==> src/rtl/smt_pkg.sv <==
// types, constants and helper functions shared by the mode timing block
`default_nettype none
package smt_pkg;

    // display modes as reported to software
    typedef enum logic [1:0] {
        MODE_HBLANK = 2'd0,
        MODE_VBLANK = 2'd1,
        MODE_OAM    = 2'd2,
        MODE_DRAW   = 2'd3
    } t_mode;

    // register indexes on the configuration port
    localparam logic [1:0] REG_SCROLL_X      = 2'd0;
    localparam logic [1:0] REG_WINDOW_Y      = 2'd1;
    localparam logic [1:0] REG_WINDOW_X      = 2'd2;
    localparam logic [1:0] REG_WINDOW_ENABLE = 2'd3;

    localparam int unsigned ADDR_W = 4;

    localparam logic [8:0] OAM_DOTS         = 9'd80;
    localparam logic [8:0] DRAW_DOTS        = 9'd172;
    localparam logic [8:0] VBLANK_LINE_DOTS = 9'd456;
    localparam logic [7:0] VISIBLE_LINES    = 8'd144;
    localparam logic [7:0] TOTAL_LINES      = 8'd154;
    localparam logic [7:0] WINDOW_X_MAX     = 8'd166;
    localparam logic [7:0] WINDOW_Y_MAX     = 8'd143;

    typedef struct packed {
        logic [7:0] scroll_x;
        logic [7:0] window_y;
        logic [7:0] window_x;
        logic       window_enable;
    } t_cfg;

    typedef struct packed {
        t_mode      mode;
        logic [7:0] line;
        logic [7:0] win_line;
        logic [8:0] dot;
    } t_state;

    typedef struct packed {
        logic vblank_irq;
        logic frame_swap;
        logic render_line;
    } t_pulses;

    // horizontal blank length picked by the fine scroll bits
    function automatic logic [8:0] hblank_len(input logic [2:0] fine);
        logic [8:0] len;
        unique case (fine)
            3'd0:                      len = 9'd204;
            3'd1, 3'd2, 3'd3, 3'd4:    len = 9'd200;
            default:                   len = 9'd196;
        endcase
        return len;
    endfunction

endpackage
`default_nettype wire

==> src/rtl/smt_in_if.sv <==
// valid/ready channel carrying one dot tick word
`default_nettype none
interface smt_in_if;
    logic valid;
    logic ready;
    logic tick;

    modport source (output valid, output tick, input ready);
    modport sink   (input valid, input tick, output ready);
endinterface
`default_nettype wire

==> src/rtl/smt_out_if.sv <==
// valid/ready channel carrying one status word
`default_nettype none
interface smt_out_if;
    logic       valid;
    logic       ready;
    logic [1:0] mode;
    logic [7:0] line;
    logic [7:0] window_line;
    logic [8:0] dot;
    logic       vblank_irq;
    logic       frame_swap;
    logic       render_line;

    modport source (output valid, output mode, output line, output window_line,
                    output dot, output vblank_irq, output frame_swap,
                    output render_line, input ready);
    modport sink   (input valid, input mode, input line, input window_line,
                    input dot, input vblank_irq, input frame_swap,
                    input render_line, output ready);
endinterface
`default_nettype wire

==> src/rtl/smt_step.sv <==
// next-state logic for one dot: counters, mode changes and pulses
`default_nettype none
module smt_step (
    input  smt_pkg::t_state  i_state,
    input  smt_pkg::t_cfg    i_cfg,
    input  logic             i_tick,
    output smt_pkg::t_state  o_next,
    output smt_pkg::t_pulses o_pulses
);
    import smt_pkg::*;

    logic [8:0] dot_inc;
    logic [7:0] line_inc;
    logic [8:0] win_bottom;
    logic       win_hit;
    logic [7:0] win_inc;

    assign dot_inc    = i_state.dot + 9'd1;
    assign line_inc   = i_state.line + 8'd1;
    assign win_bottom = {1'b0, i_cfg.window_y} + {1'b0, VISIBLE_LINES};
    assign win_hit    = i_cfg.window_enable
                        && (i_cfg.window_x <= WINDOW_X_MAX)
                        && (i_cfg.window_y <= WINDOW_Y_MAX)
                        && (line_inc > i_cfg.window_y)
                        && ({1'b0, line_inc} < win_bottom);
    assign win_inc    = win_hit ? (i_state.win_line + 8'd1) : i_state.win_line;

    always_comb begin
        o_next   = i_state;
        o_pulses = '0;
        if (i_tick) begin
            o_next.dot = dot_inc;
            unique case (i_state.mode)
                MODE_OAM: begin
                    if (dot_inc == OAM_DOTS) begin
                        o_next.dot  = '0;
                        o_next.mode = MODE_DRAW;
                    end
                end
                MODE_DRAW: begin
                    if (dot_inc == DRAW_DOTS) begin
                        o_next.dot  = '0;
                        o_next.mode = MODE_HBLANK;
                        o_pulses.render_line = (i_state.line <= VISIBLE_LINES);
                    end
                end
                MODE_HBLANK: begin
                    if (dot_inc == hblank_len(i_cfg.scroll_x[2:0])) begin
                        o_next.dot      = '0;
                        o_next.line     = line_inc;
                        o_next.win_line = win_inc;
                        if (line_inc == VISIBLE_LINES) begin
                            o_next.mode         = MODE_VBLANK;
                            o_pulses.vblank_irq = 1'b1;
                            o_pulses.frame_swap = 1'b1;
                        end else begin
                            o_next.mode = MODE_OAM;
                        end
                    end
                end
                MODE_VBLANK: begin
                    if (dot_inc == VBLANK_LINE_DOTS) begin
                        o_next.dot      = '0;
                        o_next.line     = line_inc;
                        o_next.win_line = win_inc;
                        if (line_inc == TOTAL_LINES) begin
                            o_next.mode     = MODE_OAM;
                            o_next.line     = '0;
                            o_next.win_line = '0;
                        end
                    end
                end
                default: o_next = i_state;
            endcase
        end
    end

endmodule
`default_nettype wire

==> src/rtl/scanline_mode_timing_unit.sv <==
// top level of the scanline mode timing block with its register port
`default_nettype none
// Scanline mode timing. Each input word is one dot tick (tick = 1 advances a
// dot, tick = 0 only reports the current status). Every accepted word yields
// exactly one status word: mode (0 hblank, 1 vblank, 2 oam scan, 3 drawing),
// line, window line, dots elapsed in the current mode and three one-bit
// pulses (vblank_irq and frame_swap at the start of vertical blank,
// render_line at the end of drawing on a line up to 144). A line is 80 dots
// of oam scan, 172 of drawing and 204, 200 or 196 of horizontal blank by the
// low three scroll_x bits; lines 144 to 153 are 456-dot vertical blank lines.
// Throughput is one word per clock unless the output stalls: the timing state
// and the status word are both updated at the clock edge that accepts the
// input, and the status word sits in an output register, so a new tick is
// taken whenever that register is empty or being drained in the same cycle.
// Registers (byte address 4*i): scroll_x, window_y, window_x, window_enable.
// Writes land on the edge where psel, penable, pwrite and pready are high;
// pready is tied high, reads return the register value zero-extended.
module scanline_mode_timing_unit (
    input  logic                          i_clk,
    input  logic                          i_rst_n,
    smt_in_if.sink                        i_in,
    smt_out_if.source                     o_res,
    input  logic                          psel,
    input  logic                          penable,
    input  logic                          pwrite,
    input  logic [smt_pkg::ADDR_W-1:0]    paddr,
    input  logic [31:0]                   pwdata,
    output logic [31:0]                   prdata,
    output logic                          pready
);
    import smt_pkg::*;

    // configuration registers
    t_cfg    r_cfg;
    logic    cfg_wr;
    logic [1:0] cfg_idx;

    // timing state and registered status word
    t_state  r_state;
    t_state  n_state;
    t_pulses n_pulses;
    t_state  r_res_state;
    t_pulses r_res_pulses;
    logic    r_res_valid;
    logic    in_take;

    // ---------------- configuration port ----------------
    assign pready  = 1'b1;
    assign cfg_idx = paddr[3:2];
    assign cfg_wr  = psel && penable && pwrite && pready;

    always_ff @(posedge i_clk) begin
        if (!i_rst_n) begin
            r_cfg <= '0;
        end else if (cfg_wr) begin
            unique case (cfg_idx)
                REG_SCROLL_X:      r_cfg.scroll_x      <= pwdata[7:0];
                REG_WINDOW_Y:      r_cfg.window_y      <= pwdata[7:0];
                REG_WINDOW_X:      r_cfg.window_x      <= pwdata[7:0];
                REG_WINDOW_ENABLE: r_cfg.window_enable <= pwdata[0];
                default:           r_cfg               <= r_cfg;
            endcase
        end
    end

    always_comb begin
        unique case (cfg_idx)
            REG_SCROLL_X:      prdata = {24'd0, r_cfg.scroll_x};
            REG_WINDOW_Y:      prdata = {24'd0, r_cfg.window_y};
            REG_WINDOW_X:      prdata = {24'd0, r_cfg.window_x};
            REG_WINDOW_ENABLE: prdata = {31'd0, r_cfg.window_enable};
            default:           prdata = '0;
        endcase
    end

    // ---------------- dot step ----------------
    // take a tick whenever the output register is free or drains this cycle
    assign i_in.ready = !r_res_valid || o_res.ready;
    assign in_take    = i_in.valid && i_in.ready;

    smt_step u_step (
        .i_state  (r_state),
        .i_cfg    (r_cfg),
        .i_tick   (i_in.tick),
        .o_next   (n_state),
        .o_pulses (n_pulses)
    );

    // timing state only moves on an accepted word
    always_ff @(posedge i_clk) begin
        if (!i_rst_n) begin
            r_state.mode     <= MODE_OAM;
            r_state.line     <= '0;
            r_state.win_line <= '0;
            r_state.dot      <= '0;
        end else if (in_take) begin
            r_state <= n_state;
        end
    end

    // output word valid flag
    always_ff @(posedge i_clk) begin
        if (!i_rst_n) begin
            r_res_valid <= 1'b0;
        end else if (in_take) begin
            r_res_valid <= 1'b1;
        end else if (o_res.ready) begin
            r_res_valid <= 1'b0;
        end
    end

    // output word payload, status after the update
    always_ff @(posedge i_clk) begin
        if (in_take) begin
            r_res_state  <= n_state;
            r_res_pulses <= n_pulses;
        end
    end

    assign o_res.valid       = r_res_valid;
    assign o_res.mode        = r_res_state.mode;
    assign o_res.line        = r_res_state.line;
    assign o_res.window_line = r_res_state.win_line;
    assign o_res.dot         = r_res_state.dot;
    assign o_res.vblank_irq  = r_res_pulses.vblank_irq;
    assign o_res.frame_swap  = r_res_pulses.frame_swap;
    assign o_res.render_line = r_res_pulses.render_line;

`ifndef ASSERT_OFF
    // vertical blank only on lines 144 to 153
    a_vblank_lines: assert property (@(posedge i_clk) disable iff (!i_rst_n)
        (r_state.mode == MODE_VBLANK) |-> (r_state.line >= VISIBLE_LINES
                                           && r_state.line < TOTAL_LINES))
        else $error("vblank outside vblank lines");

    // every other mode only on visible lines
    a_visible_lines: assert property (@(posedge i_clk) disable iff (!i_rst_n)
        (r_state.mode != MODE_VBLANK) |-> (r_state.line < VISIBLE_LINES))
        else $error("active mode on a blank line");

    // vblank pulse comes with the first dot of vertical blank
    a_irq_entry: assert property (@(posedge i_clk) disable iff (!i_rst_n)
        (r_res_valid && r_res_pulses.vblank_irq) |->
            (r_res_state.mode == MODE_VBLANK && r_res_state.dot == 9'd0
             && r_res_state.line == VISIBLE_LINES))
        else $error("vblank pulse outside vblank entry");

    // render pulse marks the entry into horizontal blank
    a_render_entry: assert property (@(posedge i_clk) disable iff (!i_rst_n)
        (r_res_valid && r_res_pulses.render_line) |->
            (r_res_state.mode == MODE_HBLANK && r_res_state.dot == 9'd0))
        else $error("render pulse outside hblank entry");

    // a stalled output word freezes the timing state
    a_stall_hold: assert property (@(posedge i_clk) disable iff (!i_rst_n)
        (r_res_valid && !o_res.ready) |=> $stable(r_state))
        else $error("timing state moved during output stall");
`endif

endmodule
`default_nettype wire
==> src/flat_wrapper.sv <==
// flat-port wrapper written by rule: the top's interface ports become plain ports
module scanline_mode_timing_unit_flat import smt_pkg::*;
  (i_clk, i_rst_n, psel, penable, pwrite, paddr, pwdata, prdata, pready, i_in_valid, i_in_tick, i_in_ready, o_res_valid, o_res_mode, o_res_line, o_res_window_line, o_res_dot, o_res_vblank_irq, o_res_frame_swap, o_res_render_line, o_res_ready);
  smt_in_if i_in_i ();
  smt_out_if o_res_i ();
  input  logic i_clk;
  input  logic i_rst_n;
  input  logic psel;
  input  logic penable;
  input  logic pwrite;
  input  logic [smt_pkg::ADDR_W-1:0] paddr;
  input  logic [31:0] pwdata;
  output logic [31:0] prdata;
  output logic pready;
  input wire logic [$bits(i_in_i.valid)-1:0] i_in_valid;
  input wire logic [$bits(i_in_i.tick)-1:0] i_in_tick;
  output wire logic [$bits(i_in_i.ready)-1:0] i_in_ready;
  output wire logic [$bits(o_res_i.valid)-1:0] o_res_valid;
  output wire logic [$bits(o_res_i.mode)-1:0] o_res_mode;
  output wire logic [$bits(o_res_i.line)-1:0] o_res_line;
  output wire logic [$bits(o_res_i.window_line)-1:0] o_res_window_line;
  output wire logic [$bits(o_res_i.dot)-1:0] o_res_dot;
  output wire logic [$bits(o_res_i.vblank_irq)-1:0] o_res_vblank_irq;
  output wire logic [$bits(o_res_i.frame_swap)-1:0] o_res_frame_swap;
  output wire logic [$bits(o_res_i.render_line)-1:0] o_res_render_line;
  input wire logic [$bits(o_res_i.ready)-1:0] o_res_ready;
  assign i_in_i.valid = i_in_valid;
  assign i_in_i.tick = i_in_tick;
  assign i_in_ready = i_in_i.ready;
  assign o_res_valid = o_res_i.valid;
  assign o_res_mode = o_res_i.mode;
  assign o_res_line = o_res_i.line;
  assign o_res_window_line = o_res_i.window_line;
  assign o_res_dot = o_res_i.dot;
  assign o_res_vblank_irq = o_res_i.vblank_irq;
  assign o_res_frame_swap = o_res_i.frame_swap;
  assign o_res_render_line = o_res_i.render_line;
  assign o_res_i.ready = o_res_ready;
  scanline_mode_timing_unit u_core (.i_clk(i_clk), .i_rst_n(i_rst_n), .i_in(i_in_i), .o_res(o_res_i), .psel(psel), .penable(penable), .pwrite(pwrite), .paddr(paddr), .pwdata(pwdata), .prdata(prdata), .pready(pready));
endmodule
==> config.mk <==
export PLATFORM = sky130hd
export DESIGN_NAME = scanline_mode_timing_unit_flat
export DESIGN_NICKNAME = d
export VERILOG_FILES = /design/src/rtl/smt_pkg.sv /design/src/rtl/smt_in_if.sv /design/src/rtl/smt_out_if.sv /design/src/rtl/smt_step.sv /design/src/rtl/scanline_mode_timing_unit.sv /design/src/flat_wrapper.sv
export SDC_FILE = /design/constraint.sdc
export NUM_CORES = 1
export LEC_CHECK = 0
export BUFFER_PORTS_ARGS = -buffer_cell sky130_fd_sc_hd__buf_2
export CAP_MARGIN = 25
export CORE_UTILIZATION = 45
export DETAILED_ROUTE_END_ITERATION = 8
export PLACE_DENSITY = 0.7
export SLEW_MARGIN = 20
export SYNTH_ARGS = -nofsm -noshare
export SYNTH_HDL_FRONTEND = slang
export SYNTH_SLANG_ARGS = --single-unit
==> constraint.sdc <==
create_clock -name i_clk -period 3.3 [get_ports i_clk]
set_clock_uncertainty 0.15 [all_clocks]
set_input_delay 0.495 -clock i_clk [delete_from_list [all_inputs] [get_ports i_clk]]
set_output_delay 0.495 -clock i_clk [all_outputs]
set_load 0.03 [all_outputs]
# == Word level (Yosys, flattened, before mapping) ==
# Index checks and enable logic that the tools add are counted.
# word_totals
regBits,83
inputBits,44
output_inout_bits,65
wordCells,81
# classes
n_addsub,4
magnitude_cmp,5
n_eq_ne,16
mux,20
n_reduce_logical,20
# ops
operator,count
one-hot mux 32 bit (4 select lines),1
two-way mux 27 bit,3
two-way mux 9 bit,4
one-hot mux 9 bit (4 select lines),1
one-hot mux 16 bit (2 select lines),1
less-or-equal comparator 8 bit (second input constant),3
two-way mux 18 bit,1
adder 8 x 1 -> 8 bit (second input constant),2
equality test 8 bit (second input constant),2
adder 8 x 8 -> 9 bit (second input constant),1
adder 9 x 1 -> 9 bit (second input constant),1
equality test 9 x 7 -> 1 bit (second input constant),1
equality test 9 x 8 -> 1 bit (second input constant),1
equality test 9 bit,1
equality test 9 bit (second input constant),1
less-than comparator 8 x 9 -> 1 bit,1
equality test 2 bit (second input constant),4
greater-than comparator 8 bit,1
two-way mux 2 bit,4
two-way mux 8 bit,1
one-hot mux 2 bit (4 select lines),1
one-hot mux 4 bit (2 select lines),1
AND reduction 2 bit,4
logical AND 1 bit,7
12 further kinds,17

# == Logic depth before layout (Yosys ltp) ==
# Gate-level depths: netlist (run 1).
# depth
ltp_word,10
depth_mapped,15
mapped_depth_nobuf,13

# == Modules after synthesis ==
# A second synthesis (run 1) with hierarchy kept.
# unflattened
hier_cells,573
hier_area_um2,5252.5
# by_module_without_submodules
mod,n_inst,cells_per_inst,area_each_um2,seq_area_each_um2
scanline_mode_timing_unit,1,305,3349.5,1961.9
smt_step,1,268,1903.1,0.0

# == Worst setup path after synthesis (run 1) ==
# Ideal clock, no wire load.
# synth_path
path_kind,register to register
startpoint,register u_core.r_state[17] in the netlist's numbering
endpoint,"register u_core.r_res_state, in the netlist u_core.o_res.window_line[6] (data pin)"
setup_time_ns,0.265
arrival_ns,2.996
t_required_ns,2.885
path_slack_ns,-0.110
path_stages_with_launch,13
n_path_buf,1
synth_period_minus_slack_ns,3.410
path_cell_list,dfxtp_1 ha_1 nand3_1 xnor2_1 ha_1 nand4b_1 o221ai_1 or4b_4 nand4bb_1 buf_2 o31ai_2 o2bb2ai_1 o22ai_1
# synth_rtl
item,line_no,rtl
start: declaration,scanline_mode_timing_unit.sv:39,t_state r_state;
start signal: assignment,scanline_mode_timing_unit.sv:97,r_state <= n_state;
end signal: assignment,scanline_mode_timing_unit.sv:115,r_res_state <= n_state;
end: declaration,scanline_mode_timing_unit.sv:42,t_state r_res_state;

==> results of run 1 <==
through the flow:
step	power [mW]	worst slack, ps	hold WS [ps]	setup TNS [ps]
4_1_cts	2.35	3.91	235	0
2_1_floorplan	1.30	7.31	310	0
5_1_grt	2.42	-106	254	-493
3_5_place_dp	1.34	-266	336	-2280
3_3_place_gp	1.34	-177	323	-1060
6_report	2.33	-10.5	248	-23.5
placed cells by master (no fill, tap or decap), drive strengths merged, types with 3 or more instances in the layout:
cell type,n
and4,4
or3,4
a41oi,3
o22ai,5
a21oi,26
nand3,21
a31oi,7
a21o,4
o21a,5
mux2i,36
o31ai,3
nor4,3
and2,6
a211o,3
a211oi,12
xor2,3
xnor2,10
inv,29
nand4,6
clkinv,4
nor2,55
nor3,12
nand4b,3
conb,25
or2,4
o211ai,6
nor4b,3
o21ai,41
nor2b,4
dfxtp,53
clkbuf,13
edfxtp,29
buf,125
o41ai,3
and3,4
nand2b,9
nand2,65
ha,21
a22o,3
power by group:
part	internal [mW]	leakage [nW]	switching (mW)
registers	1.07	0.719	0.0144
clock network	0.615	0.157	0.397
logic	0.0617	1.77	0.175
Yosys cell counts, types with 3 or more instances:
cell / instances
inv_1: 29
o22ai_1: 5
o21a_1: 5
nand2_1: 65
buf_6: 6
or3_1: 4
nand3_1: 20
mux2i_1: 36
a211oi_1: 10
nor2_1: 53
a21oi_1: 26
nand4b_1: 3
nor4b_1: 3
dfxtp_1: 53
o21ai_0: 35
buf_4: 27
buf_1: 3
and4_1: 3
o21ai_1: 6
a211o_1: 3
a22o_1: 3
nor3_1: 12
a21o_1: 4
and2_1: 5
and3_1: 4
a31oi_1: 7
ha_1: 21
o211ai_1: 4
edfxtp_1: 29
nor2b_1: 4
nand2b_1: 7
clkbuf_1: 12
nand4_1: 5
xor2_1: 3
xnor2_1: 10
buf_2: 7
repair_timing:
action / 4_1_cts / 5_1_grt
endpoints found under the setup margin: 15 / 15
hold buffers: 0 / 0
gates resized for setup: 26 / 23
pin swaps: 12 / 19
setup buffers: 16 / 3
endpoints found under the hold margin: 0 / 0
layout make-up:
class	count	share of cell area, %
Clock inverter	3	0.289
Multi-Input combinational cell	444	48.3
Timing Repair Buffer	125	12.4
Sequential cell	82	29.9
Tap cell	143	2.76
Inverter	30	1.77
Clock buffer	13	4.49
cells by family after synthesis:
group | Yosys count | share of synthesized area, %
and+or+nand+nor | 210 | 20.3
other | 2 | 0.143
DFF | 82 | 36.8
buffers and inverters | 86 | 9.13
adders and majority gates | 21 | 5.01
muxes | 38 | 7.51
AOI/OAI and AO/OA | 137 | 19.0
xor gates and xnor gates | 13 | 2.17
registers in the layout (all words and copies together) (netlist names):
name                      count
u_core.o_res.render_line      1
u_core.r_state               27
u_core.o_res.vblank_irq       1
u_core.o_res.mode             2
u_core.o_res.dot              9
u_core.r_cfg                 25
u_core.o_res.window_line      8
u_core.o_res.valid            1
u_core.o_res.line             8
how the worst min path moves through the flow:
stage	from	endpoint	slack, ps
4_1_cts	i_in_valid	u_core.o_res.valid$_SDFFE_PN0P_	240
3_3_place_gp	u_core.r_cfg[21]$_SDFFE_PN0P_	u_core.r_cfg[21]$_SDFFE_PN0P_	320
3_5_place_dp	u_core.r_cfg[21]$_SDFFE_PN0P_	u_core.r_cfg[21]$_SDFFE_PN0P_	340
2_1_floorplan	u_core.r_cfg[20]$_SDFFE_PN0P_	u_core.r_cfg[20]$_SDFFE_PN0P_	310
5_1_grt	i_in_valid	u_core.o_res.valid$_SDFFE_PN0P_	250
6_report	i_in_valid	u_core.o_res.valid$_SDFFE_PN0P_	250
metal layers:
layer  part of all wire [%]  vias to the layer above  track usage, %
li1                       -                     2285               -
met1                     44                     2191            28.5
met2                     47                      173            39.5
met3                    5.4                       37            3.47
met4                    3.6                        0            12.2
met5                      0                        -               0
worst min-delay path, delay by kind of cell:
family	cells	cell delay (ps)
buf+inv	2	140
compound gates	1	50
==> qor.txt, run 1 <==
Max Fclk - 302 MHz
DR vias/cell - 5.58
max-slew violations - 0
RSZ-0062 raised after global routing - true
#FFs+latches synth - 82
GPL Wtd Cong - 0.897
Root Buffer - clkbuf_16
Worst path max stage delay - 580 ps
vias in the first global route - 4514
# port buffers - 57
hold path cells - 3
worst path required time - 3240 ps
P per Cell Area - 360 nW/um2
max-cap violations - 0
worst rel slew slack - 52.2%
Avg Inst Size Synth - 8.91 um2
failing checks - setup timing
slowest stage cell, crit path - or4b_4
die area - 12100 um2
crit path from - u_core.r_state[17]$_SDFFE_PN0P_
Setup crit end kind - flip-flop
Placed Instances - 805
Core Area - 11400 um2
Max FO, Critical Path - 6
Ys Warns - 0
global-route wire length before repair - 21.6 mm
register area - 1940 um2
reg-to-reg startpoint - u_core.r_state[17]$_SDFFE_PN0P_
Synth Flop Type - dfxtp_1
CP arrival - 3250 ps
DP Area - 5800 um2
via count - 4686
Reg2Reg Depth - 12
Crit path depth - 12
Sink Count - 82
largest net degree at the start of global routing - 36
Hold Fails Final Rpt - 0
IO Pins - 109
largest area contributor in the synthesized netlist - dfxtp_1
fin nets - 757
antenna violations before repair - 0
area of the multi-input gates - 3140 um2
CP top delay family - simple AND/OR/NAND/NOR gates
Reg2Reg Setup Slack - -10 ps
Remaining DRCs - 0
CP startpoint kind - flip-flop
Leak - 2.65 nW
Post-Synthesis Cells - 589
worst slew pin tran - 713 ps
worst skew pair latency - 350 ps
1st-pass router iterations - 5
cts bufs inserted - 9
# setup viols final - 3
Setup CP Type - reg -> reg
Worst Path Buf+Inv - 1
Die Span X - 110 um
Worst R2R End - u_core.o_res.window_line[6]$_DFFE_PP_
final wirelength - 13.3 mm
synth top area cells - dfxtp_1, edfxtp_1, mux2i_1
Post-synth EDFFs - 29
Final Cell Area - 6490 um2
ys async rst share - 0%
initial DRC count - 259
Fillers - 1000
Setup crit end - u_core.o_res.window_line[6]$_DFFE_PP_
register area share after synthesis - 36.8%
Starting Density - 46.2%
area grow syn2layout - 23.7%
outcome - finished with violations
Die Y - 110 um
number of H-tree levels - 3
GRT Overall Usage - 23.3%
post-layout minimum cycle time - 3310 ps
Setup WS post-layout - -10.5 ps
row cnt - 39
final core occ - 57.1%
VDD IR-drop max - 0.241 mV
diodes inserted - 0
antenna-violating nets left - 0
clock slew at reported path FFs - 60 ps
Post-Syn Area - 5250 um2
hpwl dp - 9.40 mm
Synth cell types - 83
share of layout cells above drive strength 1 - 29.3%
clk buf depth - 2
Synth top area share - 20.2%
CP cell instances - nand2_2 > or3_4 > and2_4 > inv_4 > ha_4 > nand4_1 > o221ai_1 > or4b_4 > nand4bb_4 > o31ai_2 > o2bb2ai_1 > o22ai_1
Cell Count, Final, Fillers Out - 840
WL/cell - 15.8 um
fin crit share - 100%
CTS tree - done
GR Overflow Total - 0
HP Class - in -> reg
Note: power is estimated with default switching activity, not from simulation.
==> inputs of run 2 (changes only) <==
--- a/config.mk
+++ b/config.mk
@@ -7,9 +7,11 @@
 export LEC_CHECK = 0
 export BUFFER_PORTS_ARGS = -buffer_cell sky130_fd_sc_hd__buf_2
 export CAP_MARGIN = 25
-export CORE_UTILIZATION = 45
+export CELL_PAD_IN_SITES_DETAIL_PLACEMENT = 0
+export CELL_PAD_IN_SITES_GLOBAL_PLACEMENT = 1
+export CORE_UTILIZATION = 38
 export DETAILED_ROUTE_END_ITERATION = 8
-export PLACE_DENSITY = 0.7
+export PLACE_DENSITY_LB_ADDON = 0.1
 export SLEW_MARGIN = 20
 export SYNTH_ARGS = -nofsm -noshare
 export SYNTH_HDL_FRONTEND = slang
==> run 2 against run 1 <==
  * The run now ends clean
  * Worst setup slack improved by 63 ps
  * Register-to-register slack improved by 60 ps
  * Fmax increased by 1.9%
  * Core utilization decreased by 7.5 points
  * Critical endpoint is now u_core.o_res.window_line[5]$_DFFE_PP_
  * Highest routed layer unchanged
==> qor.txt, run 2 (synthesis gave the netlist of run 1 again) <==
IO Pins - 109 (unchanged)
HP Class - in -> reg
via count - 4609 (-1.6%)
clock slew at reported path FFs - 60 ps (about the same)
max-slew violations - 0 (unchanged)
hpwl dp - 10.2 mm (+8.9%)
Worst path max stage delay - 590 ps (about the same)
Max FO, Critical Path - 4 (-2)
Die Span X - 120 um (+8.7%)
antenna-violating nets left - 0 (unchanged)
Root Buffer - clkbuf_16
share of layout cells above drive strength 1 - 30.1% (+0.85 points)
Starting Density - 39.3% (-6.8 points)
antenna violations before repair - 0 (unchanged)
Hold Startpoint - i_in_valid
1st-pass router iterations - 5 (unchanged)
diodes inserted - 0 (unchanged)
GPL Wtd Cong - 0.890 (-0.69%)
Reg2Reg Depth - 12 (unchanged)
area grow syn2layout - 26.2%
most frequent cells in the layout - nand2_1, buf_4, buf_2
CP startpoint kind - flip-flop
Worst R2R End - u_core.o_res.window_line[5]$_DFFE_PP_
Final Power - 2.36 mW (+0.97%)
DR vias/cell - 5.30 (-5.0%)
VDD IR-drop max - 0.198 mV (-18%)
worst path required time - 3250 ps (about the same)
clk buf depth - 2 (unchanged)
Hold Fails Final Rpt - 0 (unchanged)
DP Area - 5890 um2 (+1.5%)
vias in the first global route - 4412 (-2.3%)
final wirelength - 14.0 mm (+5.7%)
Setup CP Type - reg -> reg
CTS tree - done
initial DRC count - 349 (+35%)
hold path cells - 3 (unchanged)
Leak - 2.63 nW (-0.74%)
outcome - completed
row cnt - 42 (+7.7%)
# setup viols final - 0 (-3)
GRT Overall Usage - 20.3% (-3.0 points)
biggest regs - u_core.r_state x27, u_core.r_cfg x25, u_core.o_res.dot x9
most flop-heavy register - u_core.r_state
fin crit share - 98.4% (-1.9 points)
P per Cell Area - 356 nW/um2 (-1.1%)
fin nets - 754 (-0.40%)
Setup WS post-layout - 52.3 ps (+62.8 ps)
worst rel slew slack - 51.0% (-1.2 points)
max-cap violations - 0 (unchanged)
RSZ-0062 raised after global routing - true
CP dominant cell by count - or3_4
number of flip-flops in the largest register - 27 (unchanged)
CP arrival - 3190 ps (-60 ps)
reg-to-reg startpoint - u_core.r_state[19]$_SDFFE_PN0P_
Sink Count - 82 (unchanged)
Reg2Reg Setup Slack - 50 ps (+60 ps)
# port buffers - 57 (unchanged)
Setup crit end kind - flip-flop
Final Cell Area - 6630 um2 (+2.0%)
leading cell type in the layout, fill and taps excluded - nand2_1
largest net degree at the start of global routing - 36 (unchanged)
GR Overflow Total - 0 (unchanged)
cts-stage hold buffer count - 0 (unchanged)
hold path endpoint - u_core.o_res.valid$_SDFFE_PN0P_
worst skew pair latency - 350 ps (about the same)
global-route wire length before repair - 22.5 mm (+4.2%)
Core Area - 13300 um2 (+17%)
worst slew pin tran - 730 ps (+17.8 ps)
cts bufs inserted - 9 (unchanged)
die area - 14300 um2 (+18%)
CP cell instances - nand3_4 > or3_4 > and2_4 > inv_4 > ha_4 > nand4_1 > a211oi_2 > or4b_4 > or3_4 > a21oi_2 > o211a_1 > mux2i_1
pre-CTS WS - -300 ps (-34.3 ps)
number of H-tree levels - 3 (unchanged)
Max Fclk - 308 MHz (+1.9%)
WL/cell - 16.1 um (+2.0%)
Remaining DRCs - 0 (unchanged)
slowest stage cell, crit path - or4b_4
post-layout minimum cycle time - 3250 ps (-62.8 ps)
Die Y - 120 um (+8.7%)
## run 2: worst max-delay path by stage
| stage | from | slack [ps] | to | depth (start not counted) |
|---|---|---|---|---|
| 2_1_floorplan | u_core.r_state[20]$_SDFFE_PN0P_ | 7 | u_core.o_res.window_line[6]$_DFFE_PP_ | 14 |
| 3_3_place_gp | u_core.r_state[18]$_SDFFE_PN0P_ | -240 | u_core.o_res.window_line[6]$_DFFE_PP_ | 13 |
| 3_5_place_dp | u_core.r_state[18]$_SDFFE_PN0P_ | -300 | u_core.o_res.window_line[6]$_DFFE_PP_ | 13 |
| 4_1_cts | u_core.r_state[19]$_SDFFE_PN0P_ | -10 | u_core.o_res.window_line[5]$_DFFE_PP_ | 12 |
| 5_1_grt | u_core.r_state[19]$_SDFFE_PN0P_ | -50 | u_core.o_res.window_line[1]$_DFFE_PP_ | 13 |
| 6_report | u_core.r_state[19]$_SDFFE_PN0P_ | 50 | u_core.o_res.window_line[5]$_DFFE_PP_ | 12 |
## run 2: power breakdown
group          leakage, nW  internal, mW  switching (mW)
Clock                0.145         0.623           0.405
Sequential           0.719          1.07          0.0119
Combinational         1.77        0.0645           0.182
Total                 2.63          1.76           0.599
## run 2: routing by layer
metal  vias to the layer above  track usage, %  routed length [um]
met5                         -               0                   0
met4                         0            9.38                 350
met3                        24            3.52                 609
met2                       141            32.2                6560
met1                      2174            26.8                6520
li1                       2270               -                   -
## run 2: cell type report
type	instances	area [um2]
Fill cell	1301	6720
Sequential cell	82	1950
Inverter	30	115
Multi-Input combinational cell	444	3260
Clock buffer	13	260
Timing Repair Buffer	122	785
Clock inverter	3	37.5
Tap cell	176	220
## run 2: critical path: cells and delay by family, from the launching register on
kind | cells | cell delay [ps]
adder cells (fa/ha/maj) | 1 | 190
flip-flops | 1 | 380
buffers and inverters | 1 | 70
AO/OA/AOI/OAI | 3 | 360
multiplexers | 1 | 70
AND/OR/NAND/NOR | 6 | 1780
## run 2: repair_timing
action | CTS | global route
pin swaps | 21 | 21
cloned | 0 | 0
setup endpoints to repair | 16 | 15
gates resized for setup | 29 | 38
buffers inserted | 4 | 6
## run 2: through the flow
step	cells	setup TNS (ps)	utilization, %	hold slack (ps)
after floorplan	612	0	-	310
after global placement	844	-1750	44.1	322
after detailed placement	844	-2530	44.1	333
after CTS	864	-12.1	47.8	227
after global routing	870	-253	49.6	246
final	870	0	49.6	237
